### config.mk
export PLATFORM = sky130hd
export DESIGN_NAME = rdsl_alu
export DESIGN_NICKNAME = d
export VERILOG_FILES = /design/src/rtl/core/rdsl_pkg.sv /design/src/rtl/core/rdsl_alu.sv
export SDC_FILE = /design/constraint.sdc
export NUM_CORES = 2
export LEC_CHECK = 0
export ABC_CLOCK_PERIOD_IN_PS = 13900
export BUFFER_PORTS_ARGS = -buffer_cell sky130_fd_sc_hd__buf_2
export CAP_MARGIN = 20
export CORE_MARGIN = 2
export CORE_UTILIZATION = 30
export CTS_BUF_LIST = sky130_fd_sc_hd__clkbuf_16
export DETAILED_ROUTE_END_ITERATION = 7
export PLACE_DENSITY = 0.41
export SLEW_MARGIN = 15
export SYNTH_ARGS = -nofsm -noshare
export SYNTH_HDL_FRONTEND = slang
export SYNTH_SLANG_ARGS = --single-unit
### constraint.sdc
create_clock -name i_clk -period 13.9 [get_ports i_clk]
set_input_delay 1.39 -clock i_clk [delete_from_list [all_inputs] [get_ports i_clk]]
set_output_delay 1.39 -clock i_clk [all_outputs]
set_load 0.03 [all_outputs]
### src/rtl/core/rdsl_pkg.sv
// Types, constants and arithmetic helpers of the radial density spline lookup.
`timescale 1ns / 1ps
`default_nettype none
package rdsl_pkg;

    localparam logic signed [63:0] SAT_INT = 64'sh3FFF_FFFF_FFFF_FFFF;
    localparam logic [63:0]        SAT_U   = 64'h3FFF_FFFF_FFFF_FFFF;
    localparam logic signed [64:0] SAT_W   = 65'sh0_3FFF_FFFF_FFFF_FFFF;
    localparam logic signed [63:0] DEN_MAX = 64'sh0000_7FFF_FFFF_FFFF;
    localparam logic signed [63:0] DEN_MIN = -64'sh0000_8000_0000_0000;

    localparam int DIV_STEPS = 96;
    localparam int PROG_LEN  = 38;
    localparam int PC_W      = 6;
    localparam int RF_DEPTH  = 14;

    typedef enum logic [1:0] {
        CMD_WR_RADIUS,
        CMD_WR_WAVE,
        CMD_SET_LEN,
        CMD_QUERY
    } t_cmd;

    typedef enum logic [1:0] {
        RGN_INSIDE,
        RGN_BELOW,
        RGN_BEYOND,
        RGN_SHORT
    } t_region;

    typedef enum logic [1:0] {
        ALU_ADD,
        ALU_SUB,
        ALU_MUL,
        ALU_DIV
    } t_alu_op;

    typedef enum logic [2:0] {
        AS_IDLE,
        AS_MUL,
        AS_DIV,
        AS_FIN,
        AS_DONE
    } t_alu_state;

    typedef enum logic [3:0] {
        S_IDLE,
        S_A0,
        S_A1,
        S_A2,
        S_SRCH,
        S_SCMP,
        S_FADDR,
        S_FCAPT,
        S_LOAD,
        S_EXRD,
        S_EXGO,
        S_EXWAIT,
        S_OUT
    } t_state;

    typedef struct packed {
        logic    start;
        t_alu_op op;
    } t_alu_req;

    typedef struct packed {
        logic               done;
        logic signed [63:0] value;
    } t_alu_rsp;

    // scratch register file slots
    localparam logic [3:0] RF_F1 = 4'd0;
    localparam logic [3:0] RF_F2 = 4'd1;
    localparam logic [3:0] RF_F3 = 4'd2;
    localparam logic [3:0] RF_F4 = 4'd3;
    localparam logic [3:0] RF_H1 = 4'd4;
    localparam logic [3:0] RF_H2 = 4'd5;
    localparam logic [3:0] RF_H3 = 4'd6;
    localparam logic [3:0] RF_D1 = 4'd7;
    localparam logic [3:0] RF_D2 = 4'd8;
    localparam logic [3:0] RF_T0 = 4'd9;
    localparam logic [3:0] RF_T1 = 4'd10;
    localparam logic [3:0] RF_T2 = 4'd11;
    localparam logic [3:0] RF_T3 = 4'd12;
    localparam logic [3:0] RF_T4 = 4'd13;

    typedef struct packed {
        t_alu_op    op;
        logic [3:0] dst;
        logic [3:0] src_a;
        logic [3:0] src_b;
    } t_step;

    // Hermite evaluation; the last step leaves the density in T0.
    localparam t_step PROG [PROG_LEN] = '{
        '{ALU_SUB, RF_T0, RF_F3, RF_F2},
        '{ALU_SUB, RF_T1, RF_F2, RF_F1},
        '{ALU_DIV, RF_T2, RF_H1, RF_H2},
        '{ALU_MUL, RF_T2, RF_T0, RF_T2},
        '{ALU_DIV, RF_T3, RF_H2, RF_H1},
        '{ALU_MUL, RF_T3, RF_T1, RF_T3},
        '{ALU_ADD, RF_T2, RF_T2, RF_T3},
        '{ALU_ADD, RF_T3, RF_H1, RF_H2},
        '{ALU_DIV, RF_T3, RF_H2, RF_T3},
        '{ALU_MUL, RF_T2, RF_T2, RF_T3},
        '{ALU_SUB, RF_T1, RF_F4, RF_F3},
        '{ALU_DIV, RF_T3, RF_H2, RF_H3},
        '{ALU_MUL, RF_T1, RF_T1, RF_T3},
        '{ALU_DIV, RF_T3, RF_H3, RF_H2},
        '{ALU_MUL, RF_T3, RF_T0, RF_T3},
        '{ALU_ADD, RF_T1, RF_T1, RF_T3},
        '{ALU_ADD, RF_T3, RF_H2, RF_H3},
        '{ALU_DIV, RF_T3, RF_H2, RF_T3},
        '{ALU_MUL, RF_T1, RF_T1, RF_T3},
        '{ALU_DIV, RF_D1, RF_D1, RF_H2},
        '{ALU_DIV, RF_D2, RF_D2, RF_H2},
        '{ALU_ADD, RF_T0, RF_F2, RF_F2},
        '{ALU_ADD, RF_T3, RF_T0, RF_F2},
        '{ALU_ADD, RF_T0, RF_T0, RF_T2},
        '{ALU_MUL, RF_T0, RF_T0, RF_D2},
        '{ALU_ADD, RF_T3, RF_T3, RF_T2},
        '{ALU_ADD, RF_T3, RF_T3, RF_T0},
        '{ALU_ADD, RF_T0, RF_F3, RF_F3},
        '{ALU_ADD, RF_T4, RF_T0, RF_F3},
        '{ALU_SUB, RF_T0, RF_T0, RF_T1},
        '{ALU_MUL, RF_T0, RF_T0, RF_D1},
        '{ALU_SUB, RF_T4, RF_T4, RF_T1},
        '{ALU_SUB, RF_T4, RF_T4, RF_T0},
        '{ALU_MUL, RF_T0, RF_D2, RF_D2},
        '{ALU_MUL, RF_T0, RF_T0, RF_T3},
        '{ALU_MUL, RF_T1, RF_D1, RF_D1},
        '{ALU_MUL, RF_T1, RF_T1, RF_T4},
        '{ALU_ADD, RF_T0, RF_T0, RF_T1}
    };

    function automatic logic signed [63:0] sat_w(input logic signed [64:0] v);
        if (v > SAT_W) return SAT_INT;
        if (v < -SAT_W) return -SAT_INT;
        return v[63:0];
    endfunction

    function automatic logic signed [63:0] add_sat(input logic signed [63:0] a,
                                                   input logic signed [63:0] b);
        logic signed [64:0] sa;
        logic signed [64:0] sb;
        sa = 65'(sat_w({a[63], a}));
        sb = 65'(sat_w({b[63], b}));
        return sat_w(sa + sb);
    endfunction

    function automatic logic signed [63:0] sub_sat(input logic signed [63:0] a,
                                                   input logic signed [63:0] b);
        logic signed [64:0] sa;
        logic signed [64:0] sb;
        sa = 65'(sat_w({a[63], a}));
        sb = 65'(sat_w({b[63], b}));
        return sat_w(sa - sb);
    endfunction

    function automatic logic [63:0] magn64(input logic signed [63:0] v);
        return v[63] ? (~v + 64'd1) : v;
    endfunction

    // Q8.24 wave value squared, rounded half up to Q16.32
    function automatic logic signed [63:0] sq_q32(input logic [31:0] w);
        logic [31:0] m;
        logic [63:0] p;
        m = w[31] ? (~w + 32'd1) : w;
        p = m * m;
        return (p + 64'd32768) >> 16;
    endfunction

    function automatic logic signed [47:0] clamp48(input logic signed [63:0] v);
        if (v > DEN_MAX) return DEN_MAX[47:0];
        if (v < DEN_MIN) return DEN_MIN[47:0];
        return v[47:0];
    endfunction

    function automatic logic signed [63:0] udiff(input logic [31:0] a, input logic [31:0] b);
        return $signed({32'b0, a}) - $signed({32'b0, b});
    endfunction

endpackage
`default_nettype wire

### src/rtl/core/rdsl_alu.sv
// Multi-cycle saturating Q.32 arithmetic unit: add, subtract, multiply, divide.
`timescale 1ns / 1ps
`default_nettype none
module rdsl_alu
    import rdsl_pkg::*;
(
    input  logic               i_clk,
    input  logic               i_rst_n,
    input  t_alu_req           i_req,
    input  logic signed [63:0] i_a,
    input  logic signed [63:0] i_b,
    output t_alu_rsp           o_rsp
);

    t_alu_state         r_state;
    t_alu_state         n_state;
    t_alu_op            r_op;
    logic               r_neg;
    logic [63:0]        r_x;
    logic [63:0]        r_y;
    logic [127:0]       r_acc;
    logic [6:0]         r_cnt;
    logic [63:0]        r_d;
    logic [95:0]        r_num;
    logic [63:0]        r_rem;
    logic [95:0]        r_quo;
    logic signed [63:0] r_res;

    logic [31:0]  xp;
    logic [31:0]  yp;
    logic [63:0]  pp;
    logic [127:0] pp_sh;
    logic [64:0]  rem_sh;
    logic         ge;
    logic [64:0]  rem_nx;
    logic [127:0] rnd;
    logic [63:0]  mul_mag;
    logic [63:0]  div_q;
    logic [63:0]  div_mag;
    logic [63:0]  fin_mag;

    // one 32x32 partial product a cycle
    assign xp = r_cnt[0] ? r_x[63:32] : r_x[31:0];
    assign yp = r_cnt[1] ? r_y[63:32] : r_y[31:0];
    assign pp = xp * yp;

    always_comb begin
        case (r_cnt[1:0])
            2'd0:    pp_sh = {64'b0, pp};
            2'd3:    pp_sh = {pp, 64'b0};
            default: pp_sh = {32'b0, pp, 32'b0};
        endcase
    end

    // restoring division, one quotient bit a cycle
    assign rem_sh = {r_rem, r_num[95]};
    assign ge     = rem_sh >= {1'b0, r_d};
    assign rem_nx = ge ? (rem_sh - {1'b0, r_d}) : rem_sh;

    assign rnd     = r_acc + 128'h8000_0000;
    assign mul_mag = (rnd[127:32] > {32'b0, SAT_U}) ? SAT_U : rnd[95:32];
    assign div_q   = r_quo[63:0] + ((r_rem >= (r_d - r_rem)) ? 64'd1 : 64'd0);

    always_comb begin
        if (r_d == 64'd0) begin
            div_mag = 64'd0;
        end else if (r_quo > {32'b0, SAT_U}) begin
            div_mag = SAT_U;
        end else if (div_q > SAT_U) begin
            div_mag = SAT_U;
        end else begin
            div_mag = div_q;
        end
    end

    assign fin_mag = (r_op == ALU_MUL) ? mul_mag : div_mag;

    always_comb begin
        n_state = r_state;
        unique case (r_state)
            AS_IDLE: begin
                if (i_req.start) begin
                    case (i_req.op)
                        ALU_MUL: n_state = AS_MUL;
                        ALU_DIV: n_state = AS_DIV;
                        default: n_state = AS_DONE;
                    endcase
                end
            end
            AS_MUL:  if (r_cnt == 7'd3) n_state = AS_FIN;
            AS_DIV:  if (r_cnt == 7'(DIV_STEPS - 1)) n_state = AS_FIN;
            AS_FIN:  n_state = AS_DONE;
            AS_DONE: n_state = AS_IDLE;
            default: n_state = AS_IDLE;
        endcase
    end

    always_comb begin
        o_rsp.done  = (r_state == AS_DONE);
        o_rsp.value = r_res;
    end

    always_ff @(posedge i_clk) begin
        if (!i_rst_n) begin
            r_state <= AS_IDLE;
        end else begin
            r_state <= n_state;
        end
    end

    always_ff @(posedge i_clk) begin
        case (r_state)
            AS_IDLE: begin
                if (i_req.start) begin
                    r_op  <= i_req.op;
                    r_neg <= i_a[63] ^ i_b[63];
                    r_cnt <= '0;
                    r_x   <= magn64(i_a);
                    r_y   <= magn64(i_b);
                    r_acc <= '0;
                    r_d   <= magn64(i_b);
                    r_num <= {magn64(i_a), 32'b0};
                    r_rem <= '0;
                    r_quo <= '0;
                    if (i_req.op == ALU_ADD) r_res <= add_sat(i_a, i_b);
                    if (i_req.op == ALU_SUB) r_res <= sub_sat(i_a, i_b);
                end
            end
            AS_MUL: begin
                r_acc <= r_acc + pp_sh;
                r_cnt <= r_cnt + 7'd1;
            end
            AS_DIV: begin
                r_rem <= rem_nx[63:0];
                r_num <= {r_num[94:0], 1'b0};
                r_quo <= {r_quo[94:0], ge};
                r_cnt <= r_cnt + 7'd1;
            end
            AS_FIN: begin
                r_res <= r_neg ? $signed(~fin_mag + 64'd1) : $signed(fin_mag);
            end
            default: begin
            end
        endcase
    end

endmodule
`default_nettype wire

==> qor.yml <==
status: "finished clean"
grt_pass1_vias: 82400
ioPinCount: 198
required_ps: 14410
fin_crit_sh_pct: 96.5
syn_avg_cell_area_um2: 8.26
firstDrtPassIters: 7
portBuffers: 197
setup_viol: 0
htreeDepth: 3
critPathArrivalTime_ps: 13930
drive_gt1_share_pct: 10.6
cp_num_buf_inv: 9
syn-instance-count: 10900
antenna_found_initial: 36
initial_utilization_pct: 30.1
crit_fanout: 18
yosys_warnings: 0
groute.usage.overall_pct: 26.6
grt-busiest-layer: "met2"
rows: 201
final_cells: 15400
clk_pin_slew_ps: 60
die_area_um2: 305000
synth_seq_cells: 557
synth_edf_count: 554
numCtsBuffers: 81
async_reset_ff_share_pct: 0
fmax_mhz: 74.5
worst_hold_path_type: "register to register"
drv_cap: 0
dr.first_iter.drc_count: 7142
drtAntennaViolNets: 0
hold_buffers: 0
grt_pass1_wl_mm: 598
cp_slowest_stage_delay_ps: 970
tritoncts: "done"
met1_usage_pct: 37.5
worst_slew_pin_slew_ps: 1240
nNetsFinal: 13100
avgRoutedWirePerCell_um: 27.3
cts_root_buf: "clkbuf_16"
min_period_ps: 13420
cpMostUsedCell: "fa_1"
synth.area.top_cells: "fa_1 (20%), edfxtp_1 (18%), ha_1 (10%)"
slew_violations: 0
dp_cells: 15200
grt_use_met2_pct: 42.5
multi_input_area_um2: 67200
gp_congestion: 0.975
relSlewSlack_pct: 16.2
via_count: 82900
holdWs_ps: 524
cts_sinks: 557
crit_path_start_kind: "register"
synth_area_leader_cell: "fa_1"
finalHoldViolCount: 0
synth_cell_types: 107
wl_mm: 419
drc: 0
fillers: 31700
grt.overflow.total: 0
die_y_um: 553
place_hpwl_mm: 347
crit_slowest_cell: "a21boi_0"
seqCellArea_um2: 16700
path_class: "register to register"
grt_max_degree: 98
end_kind: "register"
yosysSeqAreaShare_pct: 18.5
synth_top_area_share_pct: 20.0
synth_flop_cell: "edfxtp_1"
fin_skew_ps: 81.7
core_um2: 300000
cts_buffer_depth: 4
crit_family: "compound AO/OA/AOI/OAI gates"
netlist_area_um2: 90300
synth_nets: 12700
area_growth_pct: 14.0
clock_latency_ps: 840
vias_per_cell: 5.40
use_met3_pct: 3.26
die_w_um: 553
==> layer usage <==
metal | vias up | wire length (um)
met1 | 41900 | 192000
met2 | 2760 | 189000
li1 | 37800 | -
met4 | 10 | 13800
met3 | 472 | 24000
met5 | - | 57
==> registers in the layout (all words and copies together), names as in the netlist <==
| name | cells |
|---|---|
| r_op | 2 |
| r_acc | 128 |
| r_num | 64 |
| r_state | 3 |
| r_res | 64 |
| r_quo | 96 |
| r_neg | 1 |
| r_rem | 64 |
| r_d | 64 |
| r_x | 64 |
| r_cnt | 7 |
==> Yosys cell counts, types with 44 or more instances <==
master       n
nand3_1    202
nor4_1      89
fa_1       901
xnor2_1    491
nor2_1    1416
o31ai_1     77
ha_1       726
mux2i_1     54
xor2_1     225
nor2b_1     89
a22o_1      51
o21bai_1    95
o21a_1      73
edfxtp_1   554
clkbuf_1   431
and2_1     101
nor3_1     155
and3_1     205
inv_1     1382
a21o_1     293
a211oi_1    44
a31oi_1     80
nand2b_1    86
a21oi_1    634
o21ai_0    554
nand4_1    168
nand2_1    983
==> final cells by class <==
class	count	area share, %
flip-flops and latches	557	16.2
clock buffers	82	1.99
clock inverters	57	0.418
repair buffers	814	6.12
inverters	1390	5.07
multi-input cells	8483	65.3
well taps	3958	4.81
diodes	18	0.0438
==> worst paths after layout <==
kind,startpoint,end,slack (ps),cells past startpoint
hold / removal,r_num[76]$_DFFE_PP_,r_num[77]$_DFFE_PP_,520,2
setup reg to reg,r_cnt[1]$_SDFFCE_PN0P_,r_acc[99]$_SDFFCE_PN0P_,480,53
hold reg to reg,r_num[76]$_DFFE_PP_,r_num[77]$_DFFE_PP_,520,2
setup / recovery,r_cnt[1]$_SDFFCE_PN0P_,r_acc[99]$_SDFFCE_PN0P_,480,53
==> cells by family after synthesis <==
| kind of cell | count (synthesis) | synth area share (%) |
|---|---|---|
| multiplexers | 98 | 1.16 |
| buffers and inverters | 1888 | 7.91 |
| AO/OA/AOI/OAI | 2306 | 16.2 |
| flip-flops | 557 | 18.5 |
| adder cells (fa/ha/maj) | 1627 | 30.0 |
| AND/OR/NAND/NOR | 3736 | 19.3 |
| XOR/XNOR | 716 | 6.94 |
==> tightest hold or removal path, cell delays in order (launching register included) <==
cell and delay [ps]:
edfxtp_1 330, nand2_1 50, nand2_1 50
==> placed cells by master (no fill, tap or decap), types with 40 or more instances in the layout <==
cell,synthesis,final
a211oi_1,44,42
a21o_1,293,293
a21oi_1,634,629
a22o_1,51,51
a31oi_1,80,76
and2_1,101,101
and3_1,205,205
buf_12,0,49
buf_2,24,197
buf_4,4,562
clkbuf_16,0,85
edfxtp_1,554,554
fa_1,901,901
ha_1,726,725
inv_1,1382,1394
mux2_2,43,43
nand2_1,983,980
nand2b_1,86,85
nand3_1,202,200
nand4_1,168,168
nor2_1,1416,1411
nor2b_1,89,85
nor3_1,155,153
nor4_1,89,88
o21a_1,73,73
o21ai_0,554,540
o21bai_1,95,95
o31ai_1,77,75
or2_2,43,43
or3_1,40,40
xnor2_1,491,490
xor2_1,225,223
==> timing repair <==
action                                  4_1_cts  5_1_grt
endpoints found under the setup margin        9       42
setup buffers                                 5        5
cloned                                        0        3
resized for setup                             6       45
pin swaps                                     1        6
==> per-stage QoR <==
stage	TNS (ps)	util [%]	instance area [um2]	setup slack, ps
global placement	-1460	33.3	99900	-326
CTS	0	34.2	103000	67.5
finish	0	34.3	103000	481
global route	-79.4	34.3	103000	-48.6
detailed placement	-389	33.3	99900	-142
floorplan	0	-	90300	1270
Power is not shown: default switching activity piles up to over one toggle a cycle in this logic, so the estimate is an artifact.
